==> src/sv/ccwb_pkg.sv <==
// Shared types and constants for the color correction and white balance block.
// Used by ccwb_matrix, ccwb_balance and color_correction_white_balance_top.
// No dependencies.
package ccwb_pkg;

    // Width of one configuration register and of one packed 16-bit field in it.
    localparam int unsigned REG_W   = 48;
    localparam int unsigned FIELD_W = 16;
    localparam int unsigned PIX_W   = 8;

    // Configuration register indexes.
    localparam logic [1:0] REG_ROW_BLUE  = 2'd0;
    localparam logic [1:0] REG_ROW_GREEN = 2'd1;
    localparam logic [1:0] REG_ROW_RED   = 2'd2;
    localparam logic [1:0] REG_GAINS     = 2'd3;

    // One 8-bit pixel in B, G, R order.
    typedef struct packed {
        logic [PIX_W-1:0] red;
        logic [PIX_W-1:0] green;
        logic [PIX_W-1:0] blue;
    } t_bgr;

    // Three packed 16-bit fields: B in 15:0, G in 31:16, R in 47:32.
    typedef logic [REG_W-1:0] t_reg;

    // All three matrix rows, blue row at index 0.
    typedef t_reg [2:0] t_matrix;

endpackage

==> src/sv/ccwb_matrix.sv <==
// Matrix stages: nine coefficient products, then row sums with rounding and saturation.
// Depends on ccwb_pkg.
module ccwb_matrix #(
    parameter int COEF_FRAC_BITS = 12
) (
    input  logic             i_clk,
    input  logic             i_rst_n,
    input  logic             i_valid,
    output logic             o_ready,
    input  ccwb_pkg::t_bgr   i_pix,
    input  ccwb_pkg::t_matrix i_coefs,
    output logic             o_valid,
    input  logic             i_ready,
    output ccwb_pkg::t_bgr   o_corr
);

    localparam int PROD_W = ccwb_pkg::FIELD_W + ccwb_pkg::PIX_W + 1;
    localparam int SUM_W  = PROD_W + 2;
    localparam int unsigned HALF = 1 << (COEF_FRAC_BITS - 1);

    logic                           a_ready;
    logic                           b_ready;
    logic                           r_a_valid;
    logic                           r_b_valid;
    logic signed [PROD_W-1:0]       n_prod [3][3];
    logic signed [PROD_W-1:0]       r_prod [3][3];
    logic [ccwb_pkg::PIX_W-1:0]     n_corr [3];
    ccwb_pkg::t_bgr                 r_corr;
    logic signed [ccwb_pkg::PIX_W:0] px_s [3];

    // Each stage moves when it is empty or its successor takes its beat.
    assign b_ready = !r_b_valid || i_ready;
    assign a_ready = !r_a_valid || b_ready;
    assign o_ready = a_ready;

    // Input channels zero-extended to signed for the signed multiplies.
    assign px_s[0] = signed'({1'b0, i_pix.blue});
    assign px_s[1] = signed'({1'b0, i_pix.green});
    assign px_s[2] = signed'({1'b0, i_pix.red});

    // Stage A: one product per coefficient.
    always_comb begin
        for (int r = 0; r < 3; r++) begin
            for (int c = 0; c < 3; c++) begin
                n_prod[r][c] = signed'(i_coefs[r][c*ccwb_pkg::FIELD_W +: ccwb_pkg::FIELD_W])
                             * px_s[c];
            end
        end
    end

    always_ff @(posedge i_clk) begin
        if (!i_rst_n) begin
            r_a_valid <= 1'b0;
        end else if (a_ready) begin
            r_a_valid <= i_valid;
        end
    end

    always_ff @(posedge i_clk) begin
        if (a_ready && i_valid) begin
            r_prod <= n_prod;
        end
    end

    // Stage B: row sums, round to nearest, clamp to 0..255.
    always_comb begin
        logic signed [SUM_W-1:0] sum;
        logic [SUM_W-1:0]        rnd;
        logic [SUM_W-1:0]        shf;
        for (int r = 0; r < 3; r++) begin
            sum = SUM_W'(r_prod[r][0]) + SUM_W'(r_prod[r][1]) + SUM_W'(r_prod[r][2]);
            rnd = unsigned'(sum) + SUM_W'(HALF);
            shf = rnd >> COEF_FRAC_BITS;
            if (sum <= 0) begin
                n_corr[r] = '0;
            end else if (shf > SUM_W'(255)) begin
                n_corr[r] = '1;
            end else begin
                n_corr[r] = shf[ccwb_pkg::PIX_W-1:0];
            end
        end
    end

    always_ff @(posedge i_clk) begin
        if (!i_rst_n) begin
            r_b_valid <= 1'b0;
        end else if (b_ready) begin
            r_b_valid <= r_a_valid;
        end
    end

    always_ff @(posedge i_clk) begin
        if (b_ready && r_a_valid) begin
            r_corr.blue  <= n_corr[0];
            r_corr.green <= n_corr[1];
            r_corr.red   <= n_corr[2];
        end
    end

    assign o_valid = r_b_valid;
    assign o_corr  = r_corr;

endmodule

==> src/sv/ccwb_balance.sv <==
// Balance stages: corrected channel times gain, then rounding and saturation.
// Depends on ccwb_pkg.
module ccwb_balance #(
    parameter int COEF_FRAC_BITS = 12
) (
    input  logic           i_clk,
    input  logic           i_rst_n,
    input  logic           i_valid,
    output logic           o_ready,
    input  ccwb_pkg::t_bgr i_corr,
    input  ccwb_pkg::t_reg i_gains,
    output logic           o_valid,
    input  logic           i_ready,
    output ccwb_pkg::t_bgr o_corr,
    output ccwb_pkg::t_bgr o_bal
);

    localparam int PROD_W = ccwb_pkg::FIELD_W + ccwb_pkg::PIX_W;
    localparam int RND_W  = PROD_W + 1;
    localparam int unsigned HALF = 1 << (COEF_FRAC_BITS - 1);

    logic                       c_ready;
    logic                       d_ready;
    logic                       r_c_valid;
    logic                       r_d_valid;
    logic [ccwb_pkg::PIX_W-1:0] ch [3];
    logic [PROD_W-1:0]          n_prod [3];
    logic [PROD_W-1:0]          r_prod [3];
    ccwb_pkg::t_bgr             r_c_corr;
    logic [ccwb_pkg::PIX_W-1:0] n_bal [3];
    ccwb_pkg::t_bgr             r_d_corr;
    ccwb_pkg::t_bgr             r_bal;

    // The output register frees as soon as the sink takes its beat.
    assign d_ready = !r_d_valid || i_ready;
    assign c_ready = !r_c_valid || d_ready;
    assign o_ready = c_ready;

    assign ch[0] = i_corr.blue;
    assign ch[1] = i_corr.green;
    assign ch[2] = i_corr.red;

    // Stage C: one gain product per channel.
    always_comb begin
        for (int i = 0; i < 3; i++) begin
            n_prod[i] = PROD_W'(ch[i]) * PROD_W'(i_gains[i*ccwb_pkg::FIELD_W +: ccwb_pkg::FIELD_W]);
        end
    end

    always_ff @(posedge i_clk) begin
        if (!i_rst_n) begin
            r_c_valid <= 1'b0;
        end else if (c_ready) begin
            r_c_valid <= i_valid;
        end
    end

    always_ff @(posedge i_clk) begin
        if (c_ready && i_valid) begin
            r_prod   <= n_prod;
            r_c_corr <= i_corr;
        end
    end

    // Stage D: round to nearest and clamp at 255.
    always_comb begin
        logic [RND_W-1:0] rnd;
        logic [RND_W-1:0] shf;
        for (int i = 0; i < 3; i++) begin
            rnd = RND_W'(r_prod[i]) + RND_W'(HALF);
            shf = rnd >> COEF_FRAC_BITS;
            if (shf > RND_W'(255)) begin
                n_bal[i] = '1;
            end else begin
                n_bal[i] = shf[ccwb_pkg::PIX_W-1:0];
            end
        end
    end

    always_ff @(posedge i_clk) begin
        if (!i_rst_n) begin
            r_d_valid <= 1'b0;
        end else if (d_ready) begin
            r_d_valid <= r_c_valid;
        end
    end

    always_ff @(posedge i_clk) begin
        if (d_ready && r_c_valid) begin
            r_d_corr    <= r_c_corr;
            r_bal.blue  <= n_bal[0];
            r_bal.green <= n_bal[1];
            r_bal.red   <= n_bal[2];
        end
    end

    assign o_valid = r_d_valid;
    assign o_corr  = r_d_corr;
    assign o_bal   = r_bal;

endmodule

==> src/sv/color_correction_white_balance_top.sv <==
// Top level of the color correction and white balance pipeline, with configuration registers.
// Depends on ccwb_pkg, ccwb_matrix and ccwb_balance.
//
// Takes one BGR pixel per clock while the output is not stalled and returns the pixel
// after a 3x3 signed color correction matrix (rounded, clamped to 0..255) together with
// that result scaled by per-channel white-balance gains (rounded, clamped again). The
// datapath is four register stages: matrix products, row sums, gain products, and the
// rounded output register; a new pixel can be taken every cycle while the output does
// not stall. Stalls on the output hold each stage in place; empty stages keep filling.
// Coefficients and gains are written through a plain write port and must only change
// while no pixel is in flight. All rows use the original input pixel.
module color_correction_white_balance_top #(
    parameter int COEF_FRAC_BITS = 12
) (
    input  logic        i_clk,
    input  logic        i_rst_n,
    input  logic        i_cfg_we,
    input  logic [1:0]  i_cfg_idx,
    input  logic [47:0] i_cfg_data,
    input  logic        i_valid,
    output logic        o_ready,
    input  logic [7:0]  i_pix_blue,
    input  logic [7:0]  i_pix_green,
    input  logic [7:0]  i_pix_red,
    output logic        o_valid,
    input  logic        i_ready,
    output logic [7:0]  o_corr_blue,
    output logic [7:0]  o_corr_green,
    output logic [7:0]  o_corr_red,
    output logic [7:0]  o_bal_blue,
    output logic [7:0]  o_bal_green,
    output logic [7:0]  o_bal_red
);

    localparam ccwb_pkg::t_reg ONE = ccwb_pkg::REG_W'(1) << COEF_FRAC_BITS;

    ccwb_pkg::t_reg    r_row_blue;
    ccwb_pkg::t_reg    r_row_green;
    ccwb_pkg::t_reg    r_row_red;
    ccwb_pkg::t_reg    r_gains;
    ccwb_pkg::t_matrix coefs;
    ccwb_pkg::t_bgr    pix;
    ccwb_pkg::t_bgr    mid_corr;
    ccwb_pkg::t_bgr    out_corr;
    ccwb_pkg::t_bgr    out_bal;
    logic              mid_valid;
    logic              mid_ready;

    // Configuration registers; reset gives the identity matrix and unity gains.
    always_ff @(posedge i_clk) begin
        if (!i_rst_n) begin
            r_row_blue  <= ONE;
            r_row_green <= ONE << ccwb_pkg::FIELD_W;
            r_row_red   <= ONE << (2 * ccwb_pkg::FIELD_W);
            r_gains     <= ONE | (ONE << ccwb_pkg::FIELD_W) | (ONE << (2 * ccwb_pkg::FIELD_W));
        end else if (i_cfg_we) begin
            unique case (i_cfg_idx)
                ccwb_pkg::REG_ROW_BLUE:  r_row_blue  <= i_cfg_data;
                ccwb_pkg::REG_ROW_GREEN: r_row_green <= i_cfg_data;
                ccwb_pkg::REG_ROW_RED:   r_row_red   <= i_cfg_data;
                ccwb_pkg::REG_GAINS:     r_gains     <= i_cfg_data;
            endcase
        end
    end

    assign coefs[0] = r_row_blue;
    assign coefs[1] = r_row_green;
    assign coefs[2] = r_row_red;

    assign pix.blue  = i_pix_blue;
    assign pix.green = i_pix_green;
    assign pix.red   = i_pix_red;

    // Matrix half of the pipeline.
    ccwb_matrix #(
        .COEF_FRAC_BITS (COEF_FRAC_BITS)
    ) u_matrix (
        .i_clk   (i_clk),
        .i_rst_n (i_rst_n),
        .i_valid (i_valid),
        .o_ready (o_ready),
        .i_pix   (pix),
        .i_coefs (coefs),
        .o_valid (mid_valid),
        .i_ready (mid_ready),
        .o_corr  (mid_corr)
    );

    // White-balance half of the pipeline.
    ccwb_balance #(
        .COEF_FRAC_BITS (COEF_FRAC_BITS)
    ) u_balance (
        .i_clk   (i_clk),
        .i_rst_n (i_rst_n),
        .i_valid (mid_valid),
        .o_ready (mid_ready),
        .i_corr  (mid_corr),
        .i_gains (r_gains),
        .o_valid (o_valid),
        .i_ready (i_ready),
        .o_corr  (out_corr),
        .o_bal   (out_bal)
    );

    assign o_corr_blue  = out_corr.blue;
    assign o_corr_green = out_corr.green;
    assign o_corr_red   = out_corr.red;
    assign o_bal_blue   = out_bal.blue;
    assign o_bal_green  = out_bal.green;
    assign o_bal_red    = out_bal.red;

endmodule
==> config.mk <==
export PLATFORM = sky130hd
export DESIGN_NAME = color_correction_white_balance_top
export DESIGN_NICKNAME = d
export VERILOG_FILES = /design/src/sv/ccwb_pkg.sv /design/src/sv/ccwb_matrix.sv /design/src/sv/ccwb_balance.sv /design/src/sv/color_correction_white_balance_top.sv
export SDC_FILE = /design/constraint.sdc
export NUM_CORES = 2
export LEC_CHECK = 0
export BUFFER_PORTS_ARGS = -buffer_cell sky130_fd_sc_hd__clkbuf_2
export CAP_MARGIN = 10
export CORE_UTILIZATION = 60
export DETAILED_ROUTE_END_ITERATION = 16
export PLACE_DENSITY = 0.8
export SYNTH_ARGS = -nofsm -noshare
export SYNTH_HDL_FRONTEND = slang
export SYNTH_SLANG_ARGS = --single-unit
export TNS_END_PERCENT = 10
==> constraint.sdc <==
create_clock -name i_clk -period 14.1 [get_ports i_clk]
set_input_delay 2.82 -clock i_clk [delete_from_list [all_inputs] [get_ports i_clk]]
set_output_delay 2.82 -clock i_clk [all_outputs]
set_load 0.02 [all_outputs]
* Yosys cells after proc, flatten, opt, wreduce, memory -nomap -nowiden *
Cells that the tools add are included.

word-level totals
  register bits = 589
  bits of input ports = 79
  logic and storage cells = 88

operators by class
  add/subtract/negate cells = 12
  multiply operators = 12
  magnitude comparators = 9
  equality and inequality tests = 3
  muxes and demuxes = 3
  reduce and logical (&&, ||, !) cells = 17

operator list
  operator                                                         count
  multiplier 16 x 9 -> 25 bit                                      9
  adder 26 x 25 -> 27 bit                                          3
  adder 27 x 12 -> 27 bit, second input constant                   3
  less-or-equal comparator 27 x 1 -> 1 bit, second input constant  3
  adder 25 x 25 -> 26 bit                                          3
  adder 24 x 12 -> 25 bit, second input constant                   3
  multiplier 8 x 16 -> 24 bit                                      3
  greater-than comparator 15 x 8 -> 1 bit, second input constant   3
  greater-than comparator 13 x 8 -> 1 bit, second input constant   3
  2-to-1 mux 8 bit                                                 3
  AND reduction 2 bit                                              4
  == test 2 bit, second input constant                             2
  logical AND 1 bit                                                4
  logical NOT 1 bit                                                4
  logical OR 1 bit                                                 4
  == test 2 x 1 -> 1 bit, second input constant                    1
  logical NOT 2 bit                                                1

* Longest topological paths before layout *
  depth in word-level cells = 6
  gate-level depth with buffers = 24

* Modules after synthesis *
A second synthesis with hierarchy kept.

second synthesis, totals
  cell total of the unflattened synthesis = 8,115
  area total of the unflattened synthesis = 77,814.6 µm²

by module, submodules not included
  module                              instances  cells an instance  area each (µm²)  seq. area each (µm²)
  ccwb_matrix                         1          5,923              55,408.1         7,517.2
  ccwb_balance                        1          1,513              15,414.8         3,373.2
  color_correction_white_balance_top  1          679                6,991.7          3,843.7

* Least setup slack after synthesis *
Ideal clock, no wire load.

  kind = input to register
  start = input i_ready
  end = register u_matrix.r_prod[0] (netlist name) (enable)
  setup time = 0.945 ns
  arrival = 14.287 ns
  setup slack = -1.132 ns
  stages on the path = 3
  buffers on the path = 0
  cells stage by stage = nor2b_1 and2_0 a31oi_1

on the way
  word-level cells in the longest chain between the ends = 5

ends and longest elaborated chain
  item                  line                                      text
  from (decl)           color_correction_white_balance_top.sv:26  input logic i_ready,
  logical OR 1 bit      ccwb_balance.sv:35                        assign d_ready = !r_d_valid || i_ready;
  logical OR 1 bit      ccwb_balance.sv:36                        assign c_ready = !r_c_valid || d_ready;
  logical OR 1 bit      ccwb_matrix.sv:32                         assign b_ready = !r_b_valid || i_ready;
  logical OR 1 bit      ccwb_matrix.sv:33                         assign a_ready = !r_a_valid || b_ready;
  logical AND 1 bit     ccwb_matrix.sv:60                         if (a_ready && i_valid) begin
  to (signal assigned)  ccwb_matrix.sv:61                         r_prod <= n_prod;
  to (decl)             ccwb_matrix.sv:26                         logic signed [PROD_W-1:0] r_prod [3][3];

Every way passes these cells.
A chain may end at the register's enable or synchronous reset.

==> impl_results.md <==
- Worst hold start: u_balance.r_c_corr[19]
- Sequential share of the synthesized area: 19.2%
- Max Cap Viol: 0
- Die Span X: 360 um
- Crit end category: register
- Syn Nets: 10,100
- Crit-path most repeated cell: fa_1
- Gpl congestion: 0.948
- First-pass DRT Iterations: 6
- CTS buffer count: 66
- Total wire length: 183 mm
- CP max stage delay: 690 ps
- Xor/xnor share of the synthesized area: 3.42%
- Setup Buffers After CTS: 0
- TritonCTS clock tree: done
- Hold Violations, Final: 0
- Largest net degree at the start of global routing: 182
- Wire per inst: 18.8 um
- Syn Std Cell Area: 76,700 sq um
- Adder-cell area share of the yosys netlist: 43.2%
- Final period utilization: 60.6%
- Worst EP arrival: 8940 ps
- Core ar.: 126,000 sq um
- Initial drt markers: 4,154
- Clk buf depth: 3
- Hold Buf Count CTS: 0
- Vias after detailed routing: 55,300
- Detail Route Antenna Nets: 0
- Post-synth ARST share: 0%
- Mux contribution to synthesized area: 0.126%
- Die footprint: 129,000 sq um
- Origin of the worst setup path: i_pix_red[4]
- Chip Height: 360 um
- Top delay family on crit path: compound AO/OA/AOI/OAI gates
- Crit-path cells: clkbuf_2 > and2_1 > fa_1 > inv_1 > fa_1 > fa_1 > fa_1 > inv_1 > ha_1 > o21ai_0 > a21boi_0 > o21ai_0 > a211oi_1 > nor2_1 > a2111oi_0 > nor3_1 > o41ai_1 > a21oi_1 > xnor2_1
- Setup TNS: 0 ps
- Largest family of logic cells by synthesized area: adder cells
- Row count: 130
- Startpoint Class: input pin
- Post-synth EDFFs: 360
- Reg2reg start: r_row_red[36]
- Area grow syn2layout: 5.48%
- F_max: 117 MHz
- Clock Skew: 46.2 ps
- Top_reg_cell synth: edfxtp_1
- Simple-gate share of the synthesized area: 17.4%
- Worst-margin pin slew: 1240 ps
- Setup CP Type: input pin to register
- I/O Buffers: 128
- Average size of a mapped cell: 9.46 sq um
- Number of nets in the layout: 10,000
- Initial antenna violation count: 9
- CP Max Fanout: 48
- Mapped Cells: 8,108
- Placed cell count: 9,632
- Slew Limit Headroom: 16.9%
- Ratio of cells with drive above 1 in the final layout: 4.54%
- #FFs+latches synth: 556
- Outcome: finished, final reports clean
- Vias in the first global route: 58,800
- Leakage: 38.8 nW
- CTS H-tree lvls: 3
- Max Slew Vio Count: 0
- GRT overflow: 0
- Synth Area in Compound Gates: 7.65%
- RSZ-0062 raised after global routing: no
- Boundary pin count: 129
- Max VDD drop: 113 uV
- Worst-path clk slew: 60 ps
- Yosys warns: 0
- PD cells: 88.3 nW/um^2
- Via-to-Cell Ratio: 5.67
- Clk_lat worst skew: 700 ps
- Min Tclk post-route: 8540 ps
- Worst path required time: 14,500 ps
- First-pass GRT wire length: 301 mm
- DP Wirelength: 143 mm
- TritonCTS Sinks: 556
- Starting density of the core: 60.8%
- Slowest CP cell: a2111oi_0
- Non-filler cells, final: 9,754
- Drt drc: 0
- CP Buf/Inv Count: 3
- Total GRT Usage: 29.3%
- Core Util, Final: 64.1%
- CTS root buffer: clkbuf_16
- Final setup viols: 0
- Fill cells: 9,888
- Worst min path class: register to register
- Post_cts resized: 0
- Synth cell types: 105
[placed cells by master (no fill, tap or decap), drive strengths merged, types with 12 or more instances in the layout]
cell type,netlist,final
a2111oi,12,12
a211o,14,14
a211oi,28,28
a21boi,208,208
a21o,52,52
a21oi,195,195
a31oi,31,31
and2,915,915
and3,41,41
buf,21,31
clkbuf,262,204
clkinv,0,16
dfxtp,196,196
edfxtp,360,360
fa,1245,1245
ha,654,654
inv,1542,1551
nand2,1160,1160
nand2b,32,32
nand3,76,76
nand4,13,13
nor2,182,182
nor2b,46,46
nor3,95,95
nor4,22,22
o211ai,18,18
o21a,45,45
o21ai,110,110
o21bai,15,15
o31a,12,12
o31ai,13,13
or2,24,24
or3,39,39
xnor2,215,215
xor2,81,81
[path summary, 6_finish.rpt]
| kind | to | slack, ps | depth (start not counted) |
|---|---|---|---|
| hold / removal | u_balance.o_corr[19] | 420 | 0 |
| hold reg to reg | u_balance.o_corr[19] | 420 | 0 |
| setup / recovery | u_matrix.r_prod[24] | 5560 | 19 |
| setup reg to reg | u_matrix.r_prod[24] | 7850 | 22 |
[cell type report]
class	instances	area (sq um)	area share (%)
Clock buffer	76	1760	2.18
Multi-Input combinational cell	5726	55100	68.1
Inverter	1542	5790	7.15
Timing Repair Buffer	159	886	1.09
Antenna cell	1	2.50	0.00309
Tap cell	1650	2060	2.55
Sequential cell	556	14700	18.2
Clock inverter	44	538	0.665
[where the power goes]
part	total, mW	internal, mW	leakage, nW	switching (mW)
logic	3.11	1.23	32.6	1.88
clock network	1.86	1.08	1.09	0.782
registers	2.17	1.94	5.09	0.228
[worst reg2reg max path: stages (launching register included)]
cell and delay, ps:
dfxtp_1 580, nand2_1 160, fa_1 560, inv_1 40, ha_1 270, ha_1 270, inv_1 80, fa_1 410
inv_1 70, ha_1 160, inv_1 60, fa_1 460, nor2b_1 120, o21ai_0 100, a21boi_0 230, o21ai_0 160
a211oi_1 390, nor2_1 130, a2111oi_0 690, nor3_1 220, o41ai_1 520, a21oi_1 160, xnor2_1 150
[metal layers]
metal	wire length, um	global-route usage, %	part of all wire, %
met2	86800	49.1	47
met5	0	0	0
met1	72700	37.5	40
met4	9200	13.4	5.0
met3	14300	4.66	7.8
[cell usage after synthesis (all sizes together), types with 31 or more instances]
cell | instances | area, sq um
a31oi | 31 | 194
fa | 1245 | 24900
nor2b | 46 | 288
and2 | 915 | 5730
or3 | 39 | 245
nor2 | 182 | 691
o21ai | 110 | 551
a21oi | 195 | 995
nand2b | 32 | 203
ha | 654 | 8180
edfxtp | 360 | 10800
nand3 | 76 | 380
inv | 1542 | 5790
o21a | 45 | 338
clkbuf | 262 | 983
a21boi | 208 | 1570
xor2 | 81 | 717
and3 | 41 | 257
dfxtp | 196 | 3920
xnor2 | 215 | 1910
a21o | 52 | 392
nand2 | 1160 | 4360
nor3 | 95 | 485
[sequential cells by signal, summed over array words and instances (netlist names)]
name                 flops
u_matrix.o_valid         1
r_row_green             48
r_row_blue              48
u_balance.o_corr        24
u_balance.r_c_corr      24
u_matrix.o_corr         24
r_gains                 48
u_matrix.r_prod        225
u_balance.r_prod        39
r_row_red               48
u_matrix.r_a_valid       1
u_balance.o_bal         24
u_balance.o_valid        1
u_balance.r_c_valid      1
[cells by family after synthesis]
group | count (synthesis)
simple gates | 2686
fa+ha+maj | 1899
buf+inv | 1826
compound gates | 836
flops | 556
xor+xnor | 296
mux | 9
[stage by stage]
stage | hold WS [ps] | area, sq um | power, mW | setup slack, ps
6_report | 416 | 80900 | 7.14 | 5560
5_1_grt | 421 | 80900 | 7.59 | 5350
4_1_cts | 418 | 80900 | 7.12 | 5720
3_5_place_dp | 405 | 78600 | 5.24 | 5030
3_3_place_gp | 401 | 78600 | 5.12 | 5340
2_1_floorplan | 400 | 76700 | 4.45 | 3630
(Power assumes the default switching activity.)
